File: config.mk
export PLATFORM = sky130hd
export DESIGN_NAME = spring_damped_distance_follower_core
export DESIGN_NICKNAME = d
export VERILOG_FILES = /design/src/sv/sdf_pkg.sv /design/src/sv/spring_damped_distance_follower_core.sv /design/src/sv/sdf_mul.sv /design/src/sv/sdf_datapath.sv /design/src/sv/sdf_ctrl.sv
export SDC_FILE = /design/constraint.sdc
export NUM_CORES = 2
export LEC_CHECK = 0
export ABC_AREA = 1
export BUFFER_PORTS_ARGS = -buffer_cell sky130_fd_sc_hd__buf_2
export CAP_MARGIN = 0
export CORE_ASPECT_RATIO = 0.6
export CORE_MARGIN = 4
export CORE_UTILIZATION = 40
export CTS_CLUSTER_DIAMETER = 50
export CTS_CLUSTER_SIZE = 16
export DETAILED_ROUTE_END_ITERATION = 10
export PLACE_DENSITY = 0.54
export SLEW_MARGIN = 20
export SYNTH_ARGS = -nofsm -noshare
export SYNTH_HDL_FRONTEND = slang
export SYNTH_SLANG_ARGS = --single-unit
export TNS_END_PERCENT = 30
File: constraint.sdc
create_clock -name i_clk -period 17.95 [get_ports i_clk]
set_clock_uncertainty 0.1 [all_clocks]
set_input_delay 5.385 -clock i_clk [delete_from_list [all_inputs] [get_ports i_clk]]
set_output_delay 5.385 -clock i_clk [all_outputs]
set_load 0.1 [all_outputs]
File: src/sv/sdf_pkg.sv
package sdf_pkg;

    // field and datapath widths
    localparam int InW     = 88;
    localparam int UserW   = 2;
    localparam int OutW    = 24;
    localparam int CfgIdxW = 3;
    localparam int CfgW    = 23;
    localparam int DistW   = 24;
    localparam int TgtW    = 23;
    localparam int VelW    = 23;
    localparam int CoefW   = 16;
    localparam int DtW     = 16;
    localparam int McandW  = 41;
    localparam int ProdW   = McandW + CoefW;
    localparam int PaW     = DistW + CoefW;
    localparam int CntW    = $clog2(CoefW);

    // register indexes
    localparam logic [CfgIdxW-1:0] CFG_SPRING = 3'd0;
    localparam logic [CfgIdxW-1:0] CFG_DAMP   = 3'd1;
    localparam logic [CfgIdxW-1:0] CFG_VLIM   = 3'd2;
    localparam logic [CfgIdxW-1:0] CFG_TOL    = 3'd3;
    localparam logic [CfgIdxW-1:0] CFG_MIN    = 3'd4;
    localparam logic [CfgIdxW-1:0] CFG_MAX    = 3'd5;

    // register defaults
    localparam logic [CoefW-1:0] RST_SPRING = 16'd12544;
    localparam logic [CoefW-1:0] RST_DAMP   = 16'd768;
    localparam logic [VelW-1:0]  RST_VLIM   = 23'd768000;
    localparam logic [TgtW-1:0]  RST_TOL    = 23'd256;
    localparam logic [TgtW-1:0]  RST_MIN    = 23'd61440;
    localparam logic [TgtW-1:0]  RST_MAX    = 23'd215040;

    localparam logic signed [DistW:0]   JUMP_LIMIT = 25'sd512;
    localparam logic [TgtW-1:0]         START_DIST = 23'd204800;
    localparam logic [VelW-1:0]         VEL_FLOOR  = 23'd26;
    localparam logic signed [DistW+1:0] DIST_HI    = 26'sd8388607;
    localparam logic signed [DistW+1:0] DIST_LO    = -26'sd8388608;

    typedef enum logic [1:0] {
        MUL_GS = 2'd0,   // gap * spring
        MUL_DV = 2'd1,   // damping * velocity
        MUL_AD = 2'd2,   // accel * frame time
        MUL_VD = 2'd3    // velocity * frame time
    } t_mul_op;

    typedef struct packed {
        logic    capture;
        logic    jump;
        logic    target;
        logic    clamp;
        logic    gap;
        logic    mul_start;
        t_mul_op mul_op;
        logic    save_pa;
        logic    vel;
        logic    move;
        logic    out_load;
    } t_cmd;

    typedef struct packed {
        logic active;
        logic settled;
        logic mul_done;
        logic out_full;
    } t_sts;

    // low bound wins first, then high bound
    function automatic logic [TgtW-1:0] clamp_u(input logic [TgtW-1:0] v,
                                                input logic [TgtW-1:0] lo,
                                                input logic [TgtW-1:0] hi);
        logic [TgtW-1:0] r;
        if (v < lo) begin
            r = lo;
        end else if (v > hi) begin
            r = hi;
        end else begin
            r = v;
        end
        return r;
    endfunction

endpackage

File: src/sv/spring_damped_distance_follower_core.sv
// The spring step runs only when the gap exceeds the tolerance; otherwise the distance
// snaps to the target, and when object or boundary is absent the result is zero.
// A new item is taken only after the last result is loaded into the output register;
// the spring step is set by four shift-add multiplies sharing one serial multiplier.
// A finished result waits in the output register while the next item is taken.
// Reset (i_rst_n low, synchronous) clears follower state and restores register defaults.
module spring_damped_distance_follower_core (
    input  logic                         i_clk,
    input  logic                         i_rst_n,
    input  logic                         i_cfg_we,
    input  logic [sdf_pkg::CfgIdxW-1:0]  i_cfg_index,
    input  logic [sdf_pkg::CfgW-1:0]     i_cfg_wdata,
    input  logic                         i_s_axis_tvalid,
    output logic                         o_s_axis_tready,
    // player_present, bounds_present, reference_height, ceiling_height,
    // frame_time, new_target
    input  logic [sdf_pkg::InW-1:0]      i_s_axis_tdata,
    // ceiling_valid, target_load
    input  logic [sdf_pkg::UserW-1:0]    i_s_axis_tuser,
    output logic                         o_m_axis_tvalid,
    input  logic                         i_m_axis_tready,
    // current_distance
    output logic [sdf_pkg::OutW-1:0]     o_m_axis_tdata
);
    import sdf_pkg::*;

    t_cmd cmd;
    t_sts sts;

    sdf_ctrl u_ctrl (
        .i_clk      (i_clk),
        .i_rst_n    (i_rst_n),
        .i_s_tvalid (i_s_axis_tvalid),
        .o_s_tready (o_s_axis_tready),
        .i_sts      (sts),
        .o_cmd      (cmd)
    );

    sdf_datapath u_dp (
        .i_clk       (i_clk),
        .i_rst_n     (i_rst_n),
        .i_cfg_we    (i_cfg_we),
        .i_cfg_index (i_cfg_index),
        .i_cfg_wdata (i_cfg_wdata),
        .i_s_tdata   (i_s_axis_tdata),
        .i_s_tuser   (i_s_axis_tuser),
        .i_m_tready  (i_m_axis_tready),
        .o_m_tvalid  (o_m_axis_tvalid),
        .o_m_tdata   (o_m_axis_tdata),
        .i_cmd       (cmd),
        .o_sts       (sts)
    );

endmodule

File: src/sv/sdf_mul.sv
module sdf_mul (
    input  logic                                   i_clk,
    input  logic                                   i_rst_n,
    input  logic                                   i_start,
    input  logic signed [sdf_pkg::McandW-1:0]      i_mcand,
    input  logic        [sdf_pkg::CoefW-1:0]       i_mplr,
    output logic                                   o_done,
    output logic signed [sdf_pkg::ProdW-1:0]       o_prod
);
    import sdf_pkg::*;

    logic                    r_busy;
    logic [CntW-1:0]         r_cnt;
    logic signed [ProdW-1:0] r_mc;
    logic [CoefW-1:0]        r_mp;
    logic signed [ProdW-1:0] r_acc;

    assign o_done = r_busy && (r_cnt == CntW'(CoefW - 1));
    assign o_prod = r_acc;

    always_ff @(posedge i_clk) begin
        if (!i_rst_n) begin
            r_busy <= 1'b0;
            r_cnt  <= '0;
        end else if (i_start) begin
            r_busy <= 1'b1;
            r_cnt  <= '0;
        end else if (r_busy) begin
            r_cnt <= r_cnt + 1'b1;
            if (o_done) begin
                r_busy <= 1'b0;
            end
        end
    end

    // one multiplier bit per cycle, lsb first
    always_ff @(posedge i_clk) begin
        if (i_start) begin
            r_mc  <= ProdW'(i_mcand);
            r_mp  <= i_mplr;
            r_acc <= '0;
        end else if (r_busy) begin
            if (r_mp[0]) begin
                r_acc <= r_acc + r_mc;
            end
            r_mc <= r_mc <<< 1;
            r_mp <= r_mp >> 1;
        end
    end

endmodule

File: src/sv/sdf_datapath.sv
module sdf_datapath (
    input  logic                              i_clk,
    input  logic                              i_rst_n,
    input  logic                              i_cfg_we,
    input  logic [sdf_pkg::CfgIdxW-1:0]       i_cfg_index,
    input  logic [sdf_pkg::CfgW-1:0]          i_cfg_wdata,
    input  logic [sdf_pkg::InW-1:0]           i_s_tdata,
    input  logic [sdf_pkg::UserW-1:0]         i_s_tuser,
    input  logic                              i_m_tready,
    output logic                              o_m_tvalid,
    output logic [sdf_pkg::OutW-1:0]          o_m_tdata,
    input  sdf_pkg::t_cmd                     i_cmd,
    output sdf_pkg::t_sts                     o_sts
);
    import sdf_pkg::*;

    // configuration
    logic [CoefW-1:0] r_spring, r_damp;
    logic [VelW-1:0]  r_vlim;
    logic [TgtW-1:0]  r_tol, r_min, r_max;

    // captured item
    logic                    r_active;
    logic signed [DistW-1:0] r_height;
    logic                    r_ceil_ok;
    logic [TgtW-1:0]         r_ceil;
    logic [DtW-1:0]          r_dt;
    logic                    r_load;
    logic [TgtW-1:0]         r_req;

    // follower state
    logic signed [DistW-1:0] r_cur;
    logic [TgtW-1:0]         r_tgt;
    logic                    r_tset;
    logic [VelW-1:0]         r_vel;
    logic signed [DistW-1:0] r_last;
    logic                    r_last_ok;

    // working registers
    logic [DistW-1:0] r_gap;
    logic             r_up;
    logic [PaW-1:0]   r_pa;
    logic             r_m_tvalid;
    logic [OutW-1:0]  r_m_tdata;

    logic signed [McandW-1:0] mul_mcand;
    logic [CoefW-1:0]         mul_mplr;
    logic                     mul_done;
    logic signed [ProdW-1:0]  prod;

    logic [TgtW-1:0]           hi_lim, first_tgt, first_cur, clamp_tgt;
    logic signed [DistW:0]     h_diff, g_diff, g_neg, n_up, n_dn, tgt_ext;
    logic                      jump;
    logic signed [DistW+1:0]   cur_sh;
    logic signed [DistW-1:0]   cur_sat, cur_mv;
    logic [DistW-1:0]          gap_abs;
    logic                      settled;
    logic signed [McandW-1:0]  accel;
    logic signed [VelW+10:0]   v_sum, vlim_s;
    logic [VelW-1:0]           v_new;
    logic [VelW-1:0]           step;

    sdf_mul u_mul (
        .i_clk   (i_clk),
        .i_rst_n (i_rst_n),
        .i_start (i_cmd.mul_start),
        .i_mcand (mul_mcand),
        .i_mplr  (mul_mplr),
        .o_done  (mul_done),
        .o_prod  (prod)
    );

    always_comb begin
        hi_lim = (r_ceil_ok && (r_ceil < r_max)) ? r_ceil : r_max;

        // height jump shifts the distance the other way
        h_diff  = $signed({r_height[DistW-1], r_height}) - $signed({r_last[DistW-1], r_last});
        jump    = r_last_ok && ((h_diff > JUMP_LIMIT) || (h_diff < -JUMP_LIMIT));
        cur_sh  = $signed({{2{r_cur[DistW-1]}}, r_cur}) - $signed({h_diff[DistW], h_diff});
        if (cur_sh > DIST_HI) begin
            cur_sat = DIST_HI[DistW-1:0];
        end else if (cur_sh < DIST_LO) begin
            cur_sat = DIST_LO[DistW-1:0];
        end else begin
            cur_sat = cur_sh[DistW-1:0];
        end

        first_tgt = clamp_u(START_DIST, r_min, hi_lim);
        first_cur = r_ceil_ok ? clamp_u(first_tgt, r_min, r_ceil) : first_tgt;
        clamp_tgt = clamp_u(r_tgt, r_min, hi_lim);

        g_diff  = $signed({2'b00, r_tgt}) - $signed({r_cur[DistW-1], r_cur});
        g_neg   = -g_diff;
        gap_abs = g_diff[DistW] ? g_neg[DistW-1:0] : g_diff[DistW-1:0];
        settled = gap_abs <= {1'b0, r_tol};

        accel = $signed({1'b0, r_pa}) - $signed({2'b00, prod[VelW+CoefW-1:0]});

        case (i_cmd.mul_op)
            MUL_GS: begin
                mul_mcand = $signed({{(McandW-DistW){1'b0}}, r_gap});
                mul_mplr  = r_spring;
            end
            MUL_DV: begin
                mul_mcand = $signed({{(McandW-VelW){1'b0}}, r_vel});
                mul_mplr  = r_damp;
            end
            MUL_AD: begin
                mul_mcand = accel;
                mul_mplr  = r_dt;
            end
            MUL_VD: begin
                mul_mcand = $signed({{(McandW-VelW){1'b0}}, r_vel});
                mul_mplr  = r_dt;
            end
            default: begin
                mul_mcand = '0;
                mul_mplr  = '0;
            end
        endcase

        // velocity += floor(accel*dt / 2^24), clamped to [floor, limit]
        v_sum  = $signed({11'b0, r_vel}) + $signed({prod[ProdW-1], prod[ProdW-1:24]});
        vlim_s = $signed({11'b0, r_vlim});
        if (v_sum < $signed({11'b0, VEL_FLOOR})) begin
            v_new = VEL_FLOOR;
        end else if (v_sum > vlim_s) begin
            v_new = r_vlim;
        end else begin
            v_new = v_sum[VelW-1:0];
        end

        // step toward target, never past it
        step    = prod[VelW+DtW-1:DtW];
        tgt_ext = $signed({2'b00, r_tgt});
        n_up    = $signed({r_cur[DistW-1], r_cur}) + $signed({2'b00, step});
        n_dn    = $signed({r_cur[DistW-1], r_cur}) - $signed({2'b00, step});
        if (r_up) begin
            cur_mv = (n_up < tgt_ext) ? n_up[DistW-1:0] : $signed({1'b0, r_tgt});
        end else begin
            cur_mv = (n_dn > tgt_ext) ? n_dn[DistW-1:0] : $signed({1'b0, r_tgt});
        end
    end

    always_ff @(posedge i_clk) begin
        if (!i_rst_n) begin
            r_spring   <= RST_SPRING;
            r_damp     <= RST_DAMP;
            r_vlim     <= RST_VLIM;
            r_tol      <= RST_TOL;
            r_min      <= RST_MIN;
            r_max      <= RST_MAX;
            r_cur      <= '0;
            r_tgt      <= '0;
            r_tset     <= 1'b0;
            r_vel      <= '0;
            r_last     <= '0;
            r_last_ok  <= 1'b0;
            r_m_tvalid <= 1'b0;
        end else begin
            if (i_cfg_we) begin
                case (i_cfg_index)
                    CFG_SPRING: r_spring <= i_cfg_wdata[CoefW-1:0];
                    CFG_DAMP:   r_damp   <= i_cfg_wdata[CoefW-1:0];
                    CFG_VLIM:   r_vlim   <= i_cfg_wdata[VelW-1:0];
                    CFG_TOL:    r_tol    <= i_cfg_wdata[TgtW-1:0];
                    CFG_MIN:    r_min    <= i_cfg_wdata[TgtW-1:0];
                    CFG_MAX:    r_max    <= i_cfg_wdata[TgtW-1:0];
                    default: ;
                endcase
            end

            if (i_cmd.jump) begin
                r_last    <= r_height;
                r_last_ok <= 1'b1;
                if (jump) begin
                    r_cur <= cur_sat;
                end
            end

            if (i_cmd.target) begin
                if (r_load) begin
                    r_tgt  <= r_req;
                    r_tset <= 1'b1;
                end else if (!r_tset) begin
                    r_tgt  <= first_tgt;
                    r_cur  <= $signed({1'b0, first_cur});
                    r_tset <= 1'b1;
                end
            end

            if (i_cmd.clamp && r_ceil_ok) begin
                r_tgt <= clamp_tgt;
            end

            if (i_cmd.gap && settled) begin
                r_vel <= '0;
                r_cur <= $signed({1'b0, r_tgt});
            end

            if (i_cmd.vel) begin
                r_vel <= v_new;
            end

            if (i_cmd.move) begin
                r_cur <= cur_mv;
            end

            if (i_cmd.out_load) begin
                r_m_tvalid <= 1'b1;
            end else if (i_m_tready) begin
                r_m_tvalid <= 1'b0;
            end
        end
    end

    always_ff @(posedge i_clk) begin
        if (i_cmd.capture) begin
            r_active  <= i_s_tdata[0] & i_s_tdata[1];
            r_height  <= $signed(i_s_tdata[25:2]);
            r_ceil    <= i_s_tdata[48:26];
            r_dt      <= i_s_tdata[64:49];
            r_req     <= i_s_tdata[87:65];
            r_ceil_ok <= i_s_tuser[0];
            r_load    <= i_s_tuser[1];
        end
        if (i_cmd.gap) begin
            r_gap <= gap_abs;
            r_up  <= !g_diff[DistW];
        end
        if (i_cmd.save_pa) begin
            r_pa <= prod[PaW-1:0];
        end
        if (i_cmd.out_load) begin
            r_m_tdata <= r_active ? r_cur : '0;
        end
    end

    assign o_m_tvalid = r_m_tvalid;
    assign o_m_tdata  = r_m_tdata;

    assign o_sts.active   = r_active;
    assign o_sts.settled  = settled;
    assign o_sts.mul_done = mul_done;
    assign o_sts.out_full = r_m_tvalid && !i_m_tready;

endmodule

File: src/sv/sdf_ctrl.sv
module sdf_ctrl (
    input  logic           i_clk,
    input  logic           i_rst_n,
    input  logic           i_s_tvalid,
    output logic           o_s_tready,
    input  sdf_pkg::t_sts  i_sts,
    output sdf_pkg::t_cmd  o_cmd
);
    import sdf_pkg::*;

    typedef enum logic [15:0] {
        S_IDLE = 16'h0001,
        S_JUMP = 16'h0002,
        S_TGT  = 16'h0004,
        S_CLMP = 16'h0008,
        S_GAP  = 16'h0010,
        S_SGS  = 16'h0020,
        S_MGS  = 16'h0040,
        S_SDV  = 16'h0080,
        S_MDV  = 16'h0100,
        S_SAD  = 16'h0200,
        S_MAD  = 16'h0400,
        S_VEL  = 16'h0800,
        S_SVD  = 16'h1000,
        S_MVD  = 16'h2000,
        S_MOVE = 16'h4000,
        S_OUT  = 16'h8000
    } t_state;

    t_state r_state, n_state;

    assign o_s_tready = (r_state == S_IDLE);

    always_comb begin
        n_state = r_state;
        o_cmd   = '0;
        o_cmd.mul_op = MUL_GS;
        case (r_state)
            S_IDLE: begin
                if (i_s_tvalid) begin
                    o_cmd.capture = 1'b1;
                    n_state = S_JUMP;
                end
            end
            S_JUMP: begin
                if (i_sts.active) begin
                    o_cmd.jump = 1'b1;
                    n_state = S_TGT;
                end else begin
                    n_state = S_OUT;
                end
            end
            S_TGT: begin
                o_cmd.target = 1'b1;
                n_state = S_CLMP;
            end
            S_CLMP: begin
                o_cmd.clamp = 1'b1;
                n_state = S_GAP;
            end
            S_GAP: begin
                o_cmd.gap = 1'b1;
                n_state = i_sts.settled ? S_OUT : S_SGS;
            end
            S_SGS: begin
                o_cmd.mul_start = 1'b1;
                o_cmd.mul_op    = MUL_GS;
                n_state = S_MGS;
            end
            S_MGS: begin
                if (i_sts.mul_done) begin
                    n_state = S_SDV;
                end
            end
            S_SDV: begin
                // spring term is kept while the damping product runs
                o_cmd.save_pa   = 1'b1;
                o_cmd.mul_start = 1'b1;
                o_cmd.mul_op    = MUL_DV;
                n_state = S_MDV;
            end
            S_MDV: begin
                if (i_sts.mul_done) begin
                    n_state = S_SAD;
                end
            end
            S_SAD: begin
                o_cmd.mul_start = 1'b1;
                o_cmd.mul_op    = MUL_AD;
                n_state = S_MAD;
            end
            S_MAD: begin
                if (i_sts.mul_done) begin
                    n_state = S_VEL;
                end
            end
            S_VEL: begin
                o_cmd.vel = 1'b1;
                n_state = S_SVD;
            end
            S_SVD: begin
                o_cmd.mul_start = 1'b1;
                o_cmd.mul_op    = MUL_VD;
                n_state = S_MVD;
            end
            S_MVD: begin
                if (i_sts.mul_done) begin
                    n_state = S_MOVE;
                end
            end
            S_MOVE: begin
                o_cmd.move = 1'b1;
                n_state = S_OUT;
            end
            S_OUT: begin
                if (!i_sts.out_full) begin
                    o_cmd.out_load = 1'b1;
                    n_state = S_IDLE;
                end
            end
            default: begin
                n_state = S_IDLE;
            end
        endcase
    end

    always_ff @(posedge i_clk) begin
        if (!i_rst_n) begin
            r_state <= S_IDLE;
        end else begin
            r_state <= n_state;
        end
    end

endmodule

==> results.cfg <==
[place]
numPortBuffers = 146
place_ws_ns = 10.16
hpwl_um = 128000
gp_congestion = 0.964

[grt]
grt_util_met1 = 0.444
grt_busiest_layer = met1
grt_pass1_wl_um = 240000
grt_pass1_vias = 36600
use_met3 = 0.0723
grt.total_usage = 0.282
grt_start_max_net_pins = 102
antenna_found_initial = 5
grt_overflow = 0
grtUsageMet2 = 0.376

[layout]
layout_common_cells = 1077 x nand2_1, 839 x inv_1, 615 x a21oi_1
multiInputGateArea_sq_mm = 0.0250
fillerInstances = 10800
fin_nets = 6541
drive_gt1_frac = 0.0775
seq_area_sq_mm = 0.0135
synthToLayoutAreaGrowth_pct = 10.4
final_common_cell = nand2_1

[drt]
avgRoutedWirePerCell_um = 21.8
via_per_inst = 5.53
detail_route.wirelength_um = 162000
drt_first_pass_iters = 6
drt_iter0_drc = 4691
ant_nets = 0
drc_errors = 0
vias = 41100

[setup_path]
crit_fanout = 5
end_kind = output port
start_kind = flop
arrival_ns = 2.91
crit_type = reg2out
cp.required_ns = 12.46

[clock_network]
htree_num_levels = 3
clock_latency_ns = 0.69
cts-hold-fix-buffers = 0
postCtsSetupBuffers = 0
cts_resized = 0
clkSlewWorstSetupHoldPaths_ns = 0.07
cts_buffers = 66
clock_sinks = 550
clockBufferDepth = 3
cts_root_buf = clkbuf_16
cts_tree = done

[run]
cap_violations = 0

[pwr]
p_seq_frac = 0.287
p_int_mw = 3.01
vdd_drop_max_mv = 0.0858
p_switching_mw = 2.47
clkPwrFrac = 0.266
powerDensity_mw_per_mm2 = 117
p_comb_frac = 0.447
leakage_nw = 21.7
p_sw_frac = 0.451

[sta]
drv_slew = 0
max_slew.worst_pin.slew_ns = 1.08
hold_violations = 0
final.setup.tns_ns = 0
fmax_mhz = 119
period_share = 0.468
max-slew-margin-rel = 0.277
setup-violations-final = 0
layout_setup_ws_ns = 9.55
fin_crit_ns = 8.40
rsz0062_at_grt = no

[outcome]
outcome = finished clean

[die]
coreArea_sq_mm = 0.105
fp.dieArea_sq_mm = 0.112
io_pins = 147
fp.dieH_um = 261
die_width_um = 429
initial_core_util = 0.404
row_count = 92

[logic_synthesis]
synthesis.area_sq_mm = 0.0426
synth_edf_count = 251
ys_seq_elements = 550
synth_area_leader_cell = edfxtp_1
synth_area_leaders = edfxtp_1 18%, dfxtp_1 14%, ha_1 13%
syn-mean-instance-area_sq_um = 7.23
syn_nets = 6457
seq_area_frac_synth = 0.317
synth_top_area_frac = 0.177
ys_types = 73
yosys_warnings = 0
syn_inst = 5887
synthFlopType = dfxtp_1
synth-async-reset-ratio = 0

[worst_hold_path]
hold_path.class = reg2reg
==> layout make-up <==
class,count,share of cell area
inverters,860,0.0688
diodes,1,0.0000532
flip-flops and latches,550,0.288
well taps,1410,0.0375
clock inverters,48,0.0135
clock buffers,74,0.0366
multi-input cells,4290,0.531
repair buffers,203,0.0247
==> cells by family after synthesis <==
family	Yosys count	synth area share
AOI/OAI and AO/OA	1490	0.195
buffers and inverters	1047	0.0969
muxes	2	0.000470
xor gates and xnor gates	199	0.0409
DFF	550	0.317
and+or+nand+nor	2150	0.216
adders and majority gates	449	0.133
==> power groups by stage <==
stage | Clock (mW) | Combinational [mW] | Sequential, mW
finish | 1.46 | 2.45 | 1.57
global route | 1.54 | 2.72 | 1.58
CTS | 1.49 | 2.39 | 1.57
detailed placement | 0 | 2.38 | 1.60
global placement | 0 | 2.37 | 1.59
floorplan | 0 | 1.70 | 1.55
==> metal layers <==
layer | vias to the layer above | part of all wire
met5 | - | 0.000080
met4 | 2 | 0.019
met3 | 187 | 0.10
met2 | 1665 | 0.37
met1 | 19200 | 0.50
li1 | 20000 | -
==> stage by stage <==
step           hold WS [ns]  instances  instance area (sq um)  utilization  total power, mW
2_1_floorplan         0.328       5887                  42600            -             3.25
3_3_place_gp          0.338       7313                  44700        0.424             3.96
3_5_place_dp          0.346       7313                  44700        0.424             3.97
4_1_cts               0.360       7435                  47000        0.446             5.45
5_1_grt               0.374       7435                  47000        0.446             5.84
6_report              0.358       7436                  47000        0.446             5.48
==> path summary, 6_finish.rpt <==
check / start / endpoint / cells past startpoint / slack, ns
max: u_ctrl.r_state[10] / o_s_axis_tready / 10 / 9.55
min: u_dp.r_last[0] / u_dp.r_last[0] / 2 / 0.36
min reg2reg: u_dp.r_last[0] / u_dp.r_last[0] / 2 / 0.36
max reg2reg: u_dp.r_cur[0] / u_dp.r_cur[21] / 27 / 11.08
==> worst max-delay path, stage by stage (launching register included) <==
cell and delay [ns]:
dfxtp_1 0.33, nor2_1 0.13, inv_1 0.07, nor2_1 0.30
inv_1 0.10, nor2_1 0.20, inv_2 0.07, nor2_1 0.17
inv_2 0.06, nor4_1 0.30, buf_2 0.51
==> sequential cells by signal, summed over array words and instances (netlist names), 4 cells and up <==
register	count
u_ctrl.r_state	16
u_dp.o_m_tdata	24
u_dp.r_ceil	23
u_dp.r_cur	24
u_dp.r_damp	16
u_dp.r_dt	16
u_dp.r_gap	24
u_dp.r_height	24
u_dp.r_last	24
u_dp.r_max	23
u_dp.r_min	23
u_dp.r_pa	40
u_dp.r_req	23
u_dp.r_spring	16
u_dp.r_tgt	23
u_dp.r_tol	23
u_dp.r_vel	23
u_dp.r_vlim	23
u_dp.u_mul.o_prod	57
u_dp.u_mul.r_cnt	4
u_dp.u_mul.r_mc	57
u_dp.u_mul.r_mp	16
==> synthesized netlist by cell type (all sizes together) (6+ instances only) <==
library cell / number
nand2: 1109
inv: 855
a21oi: 641
o21ai: 570
nor2: 539
ha: 441
dfxtp: 299
nand3: 293
edfxtp: 251
xor2: 152
clkbuf: 139
nand4: 83
nor3: 73
o211ai: 51
a31oi: 47
buf: 47
xnor2: 47
nor4: 25
o22ai: 22
a21o: 21
a21boi: 17
a41oi: 15
o21a: 15
o21bai: 15
o31ai: 15
a221oi: 14
or2: 11
a211oi: 9
a31o: 9
fa: 8
nand3b: 8
o221ai: 8
o2111ai: 6
No activity file was read; power rests on OpenSTA's default activity.
